<file path="src/hw/rtl/mtm_pkg.sv">
`timescale 1ns / 1ps
// ----------------------------------------------------------------------------
// mtm_pkg: shared types and constants for the message tag matcher
// Table geometry, status codes, table entry layout and the command/status
// bundles between controller and datapath.
// ----------------------------------------------------------------------------
package mtm_pkg;

    localparam int TABLE_ENTRIES = 64;
    localparam int IDX_W         = $clog2(TABLE_ENTRIES);

    // result status codes
    localparam logic [2:0] ST_STORED  = 3'd0;
    localparam logic [2:0] ST_MATCHED = 3'd1;
    localparam logic [2:0] ST_SIZE    = 3'd2;
    localparam logic [2:0] ST_CLASH   = 3'd3;
    localparam logic [2:0] ST_FULL    = 3'd4;

    // item kinds
    localparam logic KIND_SEND    = 1'b0;
    localparam logic KIND_REQUEST = 1'b1;

    typedef struct packed {
        logic        kind;
        logic [15:0] rank;
        logic [30:0] seq;
        logic [47:0] addr;
        logic [31:0] bytes;
        logic [31:0] notify;
        logic [31:0] counter;
        logic [31:0] age;
    } entry_t;

    // controller -> datapath
    typedef struct packed {
        logic in_ready;   // accepting an item
        logic scan_rd;    // read table at scan index, advance
        logic hit_rd;     // read table at best match index
        logic commit;     // update table, load result register
    } ctl_cmd_t;

    // datapath -> controller
    typedef struct packed {
        logic scan_last;  // scan index is at the last entry
        logic out_busy;   // result register holds an untaken result
    } dp_stat_t;

endpackage

</file>
<file path="src/hw/rtl/mtm_ctrl.sv">
`timescale 1ns / 1ps
// ----------------------------------------------------------------------------
// mtm_ctrl: sequencer of the message tag matcher
// Accept, scan every table entry, fetch the best match, commit the result.
// ----------------------------------------------------------------------------
module mtm_ctrl
    import mtm_pkg::*;
(
    input  logic     clk,
    input  logic     rst_n,
    input  logic     item_valid,
    input  dp_stat_t stat,
    output ctl_cmd_t cmd
);

    typedef enum logic [2:0] {
        S_IDLE,
        S_SCAN,
        S_TAIL,
        S_FETCH,
        S_FIN
    } state_t;

    state_t state_reg, state_next;

    // next state
    always_comb
    begin
        state_next = state_reg;
        case (state_reg)
            S_IDLE:  if (item_valid) state_next = S_SCAN;
            S_SCAN:  if (stat.scan_last) state_next = S_TAIL;
            S_TAIL:  state_next = S_FETCH;
            S_FETCH: state_next = S_FIN;
            S_FIN:   if (!stat.out_busy) state_next = S_IDLE;
            default: state_next = S_IDLE;
        endcase
    end

    always_ff @(posedge clk or negedge rst_n)
    begin
        if (!rst_n)
            state_reg <= S_IDLE;
        else
            state_reg <= state_next;
    end

    // commands
    always_comb
    begin
        cmd          = '0;
        cmd.in_ready = (state_reg == S_IDLE);
        cmd.scan_rd  = (state_reg == S_SCAN);
        cmd.hit_rd   = (state_reg == S_FETCH);
        cmd.commit   = (state_reg == S_FIN) && !stat.out_busy;
    end

    // a commit only ever follows a fetch or a stalled commit
    assert property (@(posedge clk) disable iff (!rst_n)
        cmd.commit |-> ($past(state_reg) == S_FETCH || $past(state_reg) == S_FIN))
        else $error("commit without fetch");
    // the scan ends exactly at the last entry
    assert property (@(posedge clk) disable iff (!rst_n)
        (state_reg == S_SCAN && stat.scan_last) |=> state_reg == S_TAIL)
        else $error("scan overrun");
    // no item is taken while work is in flight
    assert property (@(posedge clk) disable iff (!rst_n)
        cmd.in_ready |-> !cmd.scan_rd && !cmd.hit_rd && !cmd.commit)
        else $error("accept during work");

endmodule

</file>
<file path="config.mk">
export PLATFORM = sky130hd
export DESIGN_NAME = mtm_ctrl
export DESIGN_NICKNAME = d
export VERILOG_FILES = /design/src/hw/rtl/mtm_pkg.sv /design/src/hw/rtl/mtm_ctrl.sv
export SDC_FILE = /design/constraint.sdc
export NUM_CORES = 1
export LEC_CHECK = 0
export BUFFER_PORTS_ARGS = -buffer_cell sky130_fd_sc_hd__buf_2
export CAP_MARGIN = 20
export CORE_AREA = 2 2 39 41
export CTS_CLUSTER_DIAMETER = 120
export DETAILED_ROUTE_END_ITERATION = 6
export DIE_AREA = 0 0 41 43
export PLACE_DENSITY_LB_ADDON = 0.25
export SYNTH_ARGS = -nofsm -noshare
export SYNTH_HDL_FRONTEND = slang
export SYNTH_SLANG_ARGS = --single-unit
</file>
<file path="constraint.sdc">
create_clock -name clk -period 3.6 [get_ports clk]
set_clock_uncertainty 0.15 [all_clocks]
set_input_delay 0.54 -clock clk [delete_from_list [all_inputs] [get_ports clk]]
set_output_delay 0.54 -clock clk [all_outputs]
set_load 0.05 [all_outputs]
</file>
* Word-level counts from Yosys, hierarchy flattened
Index checks and enable logic that the tools add are counted.
** Storage, ports and cells
- Bits of input ports :: 5
- Flip-flop bits (word level) :: 3
- Output and inout bits :: 4
- Word-level logic and storage cells :: 16
** Cells by class
- Reduce and logical (&&, ||, !) cells :: 4
- Muxes and demuxes :: 4
- Eq/ne operators :: 7
** Operators by type and width (number)
- $pmux 3 s5 :: 1
- $mux 3 :: 3
- $eq 3x2->1 const B :: 2
- $ne 2x2->1 const B :: 3
- $eq 3x1->1 const B :: 1
- $eq 3x3->1 const B :: 1
- $logic_not 3->1 :: 1
- $reduce_and 3->1 :: 1
- $logic_and 1x1->1 :: 1
- $logic_not 1->1 :: 1

* Logic depth before layout (Yosys ltp)
Gate-level depths: netlist of run 1.
- Depth in word-level cells :: 3
- Gate-level depth with buffers :: 2
- Gate-level depth less buffers :: 2

* Least setup slack after synthesis of run 1
OpenSTA, ideal clock, no wires.
- Path type :: in2out
- From :: input port stat[0] (netlist bit)
- To :: output port cmd[0] (netlist bit)
- Required time :: 2.910 ns
- Setup slack :: 0.727 ns
- Buffers on the path :: 0
- Data arrival time :: 2.183 ns
- Stages :: 1
- Path through :: nor4b_1
** On the way
- Word-level cells in the longest chain between the ends :: 2
** Ends and longest elaborated chain
- start: declaration :: RTL line mtm_ctrl.sv:12 : input dp_stat_t stat,
- $logic_not 1->1 :: RTL line mtm_ctrl.sv:55 : cmd.commit = (state_reg == S_FIN) && !stat.out_busy;
- $logic_and 1x1->1 :: RTL line mtm_ctrl.sv:55
- end: declaration :: RTL line mtm_ctrl.sv:13 : output ctl_cmd_t cmd
Every way passes these cells.

==> results.cfg, run 1 <==
[placement]
port_buffers = 8
dpl_worst_slack_ns = 1.750
place_area_um2 = 219.0
place_congestion = 0.5937

[die]
core_area_um2 = 1384
fp-row-count = 14
pin_count = 9
start_util_pct = 11.48
die_x_um = 41
die_h_um = 43
die_area_um2 = 1763

[yosys]
synthCells = 15
synth_nets = 20
synth_area_um2 = 158.9
synth_seq_cells = 3
synthSimpleGateAreaFrac_pct = 36.22
synthXorXnorAreaFrac_pct = 0
ys_seq_area_share_pct = 47.24
synth_fa_ha_area_share_pct = 0
synth_cell_type_count = 12
synth_top_family_by_area = simple AND/OR/NAND/NOR gates
avgSynthCellArea_um2 = 10.59
synth_warnings = 0
synth_compound_area_share_pct = 16.54
synth_mux_area_share_pct = 0

[pwr]
switching_share_pct = 50.69
power_density_nw_per_um2 = 1073
seqPwrFrac_pct = 28.4
finalPower_mw = 0.2739
p_int_mw = 0.1351
ir_worst_vdd_mv = 0.2011
p_clk_share_pct = 21.5
power_switching_mw = 0.1388
power_frac_comb_pct = 50.1
leakage_nw = 0.1212

[setup_path]
start_kind = flip-flop
required_ns = 2.91
cp_max_fo = 9
path_class = flip-flop to output pin
worstPathArrival_ns = 1.28
end_kind = output pin

[sta]
timing.slew.headroom_pct = 83.66
worst_pin_slew_ns = 0.2451
slew_violations = 0
hold_viol = 0
setup_tns_ns = 0
fmax_mhz = 506.9
period_minus_slack_ns = 1.973
setup_viol = 0
fin_crit_sh_pct = 54.80
finalWorstSetupSlack_ns = 1.627
rsz0062_at_grt = false

[drt]
firstDrtPassIters = 1
drtAntennaViolNets = 0
viasPerCell = 3.727
drtIter0Drc = 0
wl_per_cell_um = 8.841
dr_total_vias = 164
routed_wl_um = 389
post-route-drc-count = 0

[cts]
clock-sinks = 3
htree_num_levels = 1
clockBufferDepth = 2
clk_latency_ns = 0.23
cts_tree = yes
post_cts_resized = 0
cts_root_buffer = clkbuf_4
numCtsBuffers = 3
path_clk_slew_ns = 0.03

[grt]
antenna_found_initial = 0
grt_pass1_wl_um = 627
grt.overflow.total = 0
grt_max_degree = 10
gr-usage-all-layers_pct = 6.036
first_global_vias = 184

[layout]
largest_reg_flops = 3
area_growth_pct = 60.63
fill_cells = 149
nets = 34
final_core_util_pct = 18.44
drive_gt1_share_pct = 46.43
regArea_um2 = 75.07
antenna_cells = 0
multi_input_area_um2 = 83.83
final_area_um2 = 255.2

[job]
maxCapViolCount = 0

[status]
status = completed

[worst_hold_path]
hold_class = flip-flop to flip-flop
==> worst max-delay path: stages (launching register included) <==
cell,delay [ns]
dfrtp_1,0.45
nor4b_1,0.29
buf_2,0.31
==> area by class of cell <==
type	instances	share of cell area, %
Clock buffer	4	10.29
Timing Repair Buffer	9	19.61
Multi-Input combinational cell	12	32.84
Sequential cell	3	29.41
Tap cell	16	7.843
==> power groups by stage <==
| stage | Sequential (mW) | Combinational [mW] | Clock, mW |
|---|---|---|---|
| floorplan | 0.0688 | 0.113 | 0 |
| global placement | 0.0735 | 0.136 | 0 |
| detailed placement | 0.0772 | 0.137 | 0 |
| CTS | 0.0768 | 0.139 | 0.0612 |
| global route | 0.0813 | 0.146 | 0.0620 |
| finish | 0.0778 | 0.137 | 0.0589 |
==> cell usage after synthesis (all sizes together) <==
| library cell | instances | area (um2) |
|---|---|---|
| nor3 | 1 | 5.000 |
| and3b | 1 | 10.01 |
| or3b | 1 | 8.760 |
| dfrtp | 3 | 75.07 |
| nand2b | 1 | 6.260 |
| a21oi | 2 | 10.01 |
| o21bai | 1 | 7.510 |
| nor2 | 1 | 3.750 |
| nand3b | 1 | 7.510 |
| a31o | 1 | 8.760 |
| nor3b | 1 | 7.510 |
| nor4b | 1 | 8.760 |
==> what timing repair did <==
item                                   4_1_cts  5_1_grt
endpoints found under the hold margin        3        0
hold buffers                                 1        0
buffers inserted                             0        0
==> routing by layer <==
layer  routed length, um  global-route usage, %  up-vias
li1                    -                      -       82
met1                 131                  3.883       80
met5                   0                      0        -
met3                  22                  3.141        0
met2                 235                  9.375        2
met4                   0                  8.000        0
==> cells in the final DEF, fill, tap and decap left out <==
| cell type | instances |
|---|---|
| a21oi_1 | 2 |
| a31o_2 | 1 |
| and3b_2 | 1 |
| buf_2 | 8 |
| clkbuf_1 | 1 |
| clkbuf_4 | 3 |
| dfrtp_1 | 3 |
| dlygate4sd3_1 | 1 |
| nand2b_1 | 1 |
| nand3b_1 | 1 |
| nor2_1 | 1 |
| nor3_1 | 1 |
| nor3b_1 | 1 |
| nor4b_1 | 1 |
| o21bai_1 | 1 |
| or3b_1 | 1 |
==> worst paths after layout <==
kind,slack (ns),start,cells past startpoint,to
max in group asynchronous,2.71,rst_n,2,state_reg[2]$_DFFE_PN0P_
min reg2reg,0.40,state_reg[2]$_DFFE_PN0P_,1,state_reg[1]$_DFFE_PN0P_
min in group asynchronous,0.48,rst_n,2,state_reg[0]$_DFFE_PN0P_
max,1.63,state_reg[1]$_DFFE_PN0P_,2,cmd[0]
min,0.40,state_reg[2]$_DFFE_PN0P_,1,state_reg[1]$_DFFE_PN0P_
max reg2reg,2.40,state_reg[1]$_DFFE_PN0P_,2,state_reg[0]$_DFFE_PN0P_
==> stage by stage <==
stage / hold WS, ns / cells
2_1_floorplan: 0.09441 / 15
3_3_place_gp: 0.1871 / 39
3_5_place_dp: 0.1859 / 39
4_1_cts: 0.3896 / 44
5_1_grt: 0.4198 / 44
6_report: 0.3988 / 44
==> cells by family after synthesis <==
family,after synthesis
flip-flops,3
AO/OA/AOI/OAI,4
AND/OR/NAND/NOR,8
Power figures use the tool's default switching activity.
==> run 2, diff against run 1 <==
==> constraint.sdc (replaced) <==
create_clock -name clk -period 1.7 [get_ports clk]
set_clock_uncertainty 0.15 [all_clocks]
set_input_delay 0.255 -clock clk [delete_from_list [all_inputs] [get_ports clk]]
set_output_delay 0.255 -clock clk [all_outputs]
set_load 0.05 [all_outputs]
==> run 2 against run 1 <==
Sequential share of layout area shrank 1.7 points. Die area is the same. Clock power grew 110%. Critical endpoint unchanged. Highest routed layer unchanged.
==> results.cfg, run 2 (synthesized netlist as in run 1, its figures left out) <==
[drt]
drtAntennaViolNets = 0
wl_per_cell_um = 9.545
dr_total_vias = 163
post-route-drc-count = 0
routed_wl_um = 420
viasPerCell = 3.705
firstDrtPassIters = 2
drtIter0Drc = 2

[layout]
final_area_um2 = 275.3
antenna_cells = 0
drive_gt1_share_pct = 60.71
layout_common_cells = buf_2, clkbuf_4, a21oi_1, dfrtp_1
layout_commonest_cell = buf_2
regArea_um2 = 76.32
multi_input_area_um2 = 100.1
area_growth_pct = 73.23
fill_cells = 154
nets = 34
largest_reg_flops = 3
final_cells = 44

[sta]
holdWs_ns = 0.1547
hold_viol = 0
period_minus_slack_ns = 1.612
setup_viol = 0
fin_crit_sh_pct = 94.81
slew_violations = 0
timing.slew.headroom_pct = 82.66
setup_tns_ns = 0
worst_pin_slew_ns = 0.2601
rsz0062_at_grt = false
fmax_mhz = 620.4

[cts]
htree_num_levels = 1
path_clk_slew_ns = 0.04
numCtsBuffers = 3
clockBufferDepth = 2
cts_root_buffer = clkbuf_4
clock-sinks = 3
cts_tree = yes
clk_latency_ns = 0.23

[setup_path]
start_kind = flip-flop
required_ns = 1.29
critPathBufInv = 1
critical-path-top-delay-family = flip-flops
cp_max_fo = 9
worstPathArrival_ns = 1.21
path_class = flip-flop to output pin
end_kind = output pin
cp_slowest_cell = dfrtp_2
r2r-start = state_reg[0]$_DFFE_PN0P_
worstSetupStartpoint = state_reg[1]$_DFFE_PN0P_
cpPeakStageDelay_ns = 0.46
worstPathCellList = nor4b_2 > buf_4

[grt]
antenna_found_initial = 0
gr-usage-all-layers_pct = 5.740
grt_max_degree = 10
first_global_vias = 166
grt.overflow.total = 0
grt_pass1_wl_um = 614

[status]
status = completed

[pwr]
leakage_nw = 0.1254
ir_worst_vdd_mv = 0.6495
power_density_nw_per_um2 = 2206
finalPower_mw = 0.6074

[die]
fp-row-count = 14
die_area_um2 = 1763
start_util_pct = 11.48
pin_count = 9
die_x_um = 41
core_area_um2 = 1384
die_h_um = 43

[job]
maxCapViolCount = 0

[worst_hold_path]
min_from = stat[0]
hold_class = input port to flip-flop

[placement]
place_area_um2 = 235.2
place_congestion = 0.5242
dp_cells = 39
port_buffers = 8
[run 2: layout make-up]
class / count / share of cell area (%)
tap: 16 / 7.273
timing repair buffer: 9 / 19.09
clock buffer: 4 / 9.545
sequential: 3 / 27.73
multi-input combinational: 12 / 36.36
[run 2: metal layers]
metal / track usage, % / share of wire, % / routed length, um
met5: 0 / 0 / 0
met4: 8.000 / 0 / 0
met3: 1.571 / 13 / 54
met2: 6.250 / 39 / 164
met1: 7.143 / 48 / 201
[run 2: power breakdown]
group          switching [mW]  internal, mW
sequential             0.0696         0.105
clock                  0.0350        0.0878
combinational           0.203         0.108
total                   0.307         0.300
[run 2: path summary, 6_finish.rpt]
kind                                                 end  slack, ns  cells past startpoint
worst max-delay path                              cmd[0]       0.09                      2
worst min-delay path            state_reg[2]$_DFFE_PN0P_       0.15                      2
worst max register to register  state_reg[0]$_DFFE_PN0P_       0.45                      2
worst min register to register  state_reg[1]$_DFFE_PN0P_       0.42                      1
max in group asynchronous       state_reg[1]$_DFFE_PN0P_       1.09                      2
min in group asynchronous       state_reg[2]$_DFFE_PN0P_       0.19                      2
[run 2: per-stage QoR]
step           utilization (%)  setup WS, ns
2_1_floorplan                -       -0.1523
3_3_place_gp             17.00        0.2524
3_5_place_dp             17.00        0.2361
5_1_grt                  19.89       0.02099
4_1_cts                  19.80       0.03111
6_report                 19.89       0.08820
[run 2: repair_timing]
item / CTS / global route
gates resized for setup: 1 / 1
hold buffers: 1 / 0
endpoints found under the setup margin: 1 / 1
setup buffers: 0 / 0
endpoints found under the hold margin: 3 / 0
==> run 3, diff against run 2 <==
--- a/config.mk
+++ b/config.mk
@@ -5,7 +5,7 @@
 export SDC_FILE = /design/constraint.sdc
 export NUM_CORES = 1
 export LEC_CHECK = 0
-export BUFFER_PORTS_ARGS = -buffer_cell sky130_fd_sc_hd__buf_2
+export BUFFER_PORTS_ARGS = -buffer_cell sky130_fd_sc_hd__clkbuf_2
 export CAP_MARGIN = 20
 export CORE_AREA = 2 2 39 41
 export CTS_CLUSTER_DIAMETER = 120
==> run 3 against run 2 <==
Final cell count is the same. Clock-buffer cell count is the same. First-iteration DRC count is the same. Non-clock buffer count is the same. Critical path depth is the same. Sequential power is essentially flat. Final area grew 2.7%. Core utilization grew 0.54 points. Register-to-register slack gained 0.03 ns. Sequential share of layout area shrank 0.29 points. Largest power group unchanged. Highest routed layer unchanged.
==> results.cfg, run 3 (synthesized netlist as in run 1, its figures left out) <==
[setup_path]
worstPathArrival_ns = 1.22
worstSetupStartpoint = state_reg[0]$_DFFE_PN0P_
regToRegSetupSlack_ns = 0.48
r2r-start = state_reg[1]$_DFFE_PN0P_
crit_end = cmd[0]
cp_max_fo = 9
rr_worst_depth = 2
path_class = flip-flop to output pin
required_ns = 1.29
end_kind = output pin
start_kind = flip-flop
reg2reg_to = state_reg[0]$_DFFE_PN0P_

[placement]
hpwlAfterDp_um = 324.2
place_congestion = 0.5036
port_buffers = 8
dpl_worst_slack_ns = 0.1959

[job]
maxCapViolCount = 0

[sta]
fmax_mhz = 615.2
worst_pin_slew_ns = 0.2807
slew_violations = 0
rsz0062_at_grt = false
setup_tns_ns = 0
hold_viol = 0
holdWs_ns = 0.1465
period_minus_slack_ns = 1.626
setup_viol = 0
timing.slew.headroom_pct = 81.37
finalWorstSetupSlack_ns = 0.07442
fin_crit_sh_pct = 95.62

[layout]
drive_gt1_share_pct = 64.29
largest_reg_flops = 3
final_core_util_pct = 20.43
nets = 34
layout_commonest_cell = clkbuf_2
area_growth_pct = 77.95
layout_common_cells = clkbuf_2, clkbuf_4, a21oi_1, dfrtp_2
antenna_cells = 0

[cts]
post_cts_buffers = 0
htree_num_levels = 1
cts_root_buffer = clkbuf_4
clk_latency_ns = 0.23
clockBufferDepth = 2
cts_tree = yes
clock-sinks = 3
numCtsBuffers = 3
path_clk_slew_ns = 0.04

[drt]
firstDrtPassIters = 2
viasPerCell = 3.727
post-route-drc-count = 0
drtAntennaViolNets = 0
drtIter0Drc = 2
wl_per_cell_um = 9.523
dr_total_vias = 164
routed_wl_um = 419

[grt]
grt.overflow.total = 0
grt_max_degree = 10
first_global_vias = 170
antenna_found_initial = 0
gr-usage-all-layers_pct = 6.747
grt_pass1_wl_um = 703

[die]
start_util_pct = 11.48
die_area_um2 = 1763
pin_count = 9
die_h_um = 43
fp-row-count = 14
die_x_um = 41
core_area_um2 = 1384

[pwr]
ir_worst_vdd_mv = 0.6091
leakage_nw = 0.1263
power_density_nw_per_um2 = 2173

[status]
status = completed

[worst_hold_path]
hold_class = input port to flip-flop
[run 3: changes by cell type in the layout (fill, tap and decap cells not counted), sizes merged]
cell | before | now
buf | 8 | 1
clkbuf | 4 | 11
[run 3: per-layer routing]
metal  up-vias  part of all wire, %  GRT usage (%)
li1         85                    -              -
met1        70                   50          7.792
met2         9                   38          6.875
met3         0                   12          4.712
met4         0                    0          8.000
met5         -                    0              0
[run 3: critical path, stage by stage (launching register included)]
cell and delay, ns:
dfrtp_2 0.45, nor4b_2 0.30, clkbuf_8 0.24
[run 3: worst min path at each step]
| stage | start | end | slack (ns) | depth (start not counted) |
|---|---|---|---|---|
| after floorplan | rst_n | state_reg[0]$_DFFE_PN0P_ | -0.19 | 0 |
| after global placement | rst_n | state_reg[2]$_DFFE_PN0P_ | -0.1 | 1 |
| after detailed placement | rst_n | state_reg[1]$_DFFE_PN0P_ | -0.09 | 1 |
| after CTS | stat[1] | state_reg[1]$_DFFE_PN0P_ | 0.15 | 3 |
| after global routing | stat[1] | state_reg[1]$_DFFE_PN0P_ | 0.15 | 3 |
| final | stat[1] | state_reg[1]$_DFFE_PN0P_ | 0.15 | 3 |
[run 3: cell type report]
type                       count  area, um2
multi-input combinational     12      100.1
fill                         162       1101
sequential                     3      77.57
tap                           16      20.02
clock buffer                   4      26.28
timing repair buffer           9      58.81
[run 3: repair_timing]
item	in CTS	in global routing
endpoints found under the setup margin	1	3
hold endpoints to repair	3	0
hold buffers	1	0
gates resized for setup	2	3
pin swaps	1	0
[run 3: stage by stage]
stage | instance area, um2 | power [mW] | cells
global placement | 235.2 | 0.4763 | 39
floorplan | 175.2 | 0.4073 | 15
finish | 282.8 | 0.6145 | 44
global route | 282.8 | 0.6712 | 44
CTS | 280.3 | 0.6227 | 44
detailed placement | 235.2 | 0.4823 | 39
[run 3: power by group]
group	internal (mW)	switching, mW
Combinational	0.109	0.203
Sequential	0.107	0.0676
Clock	0.0881	0.0395
Total	0.305	0.310
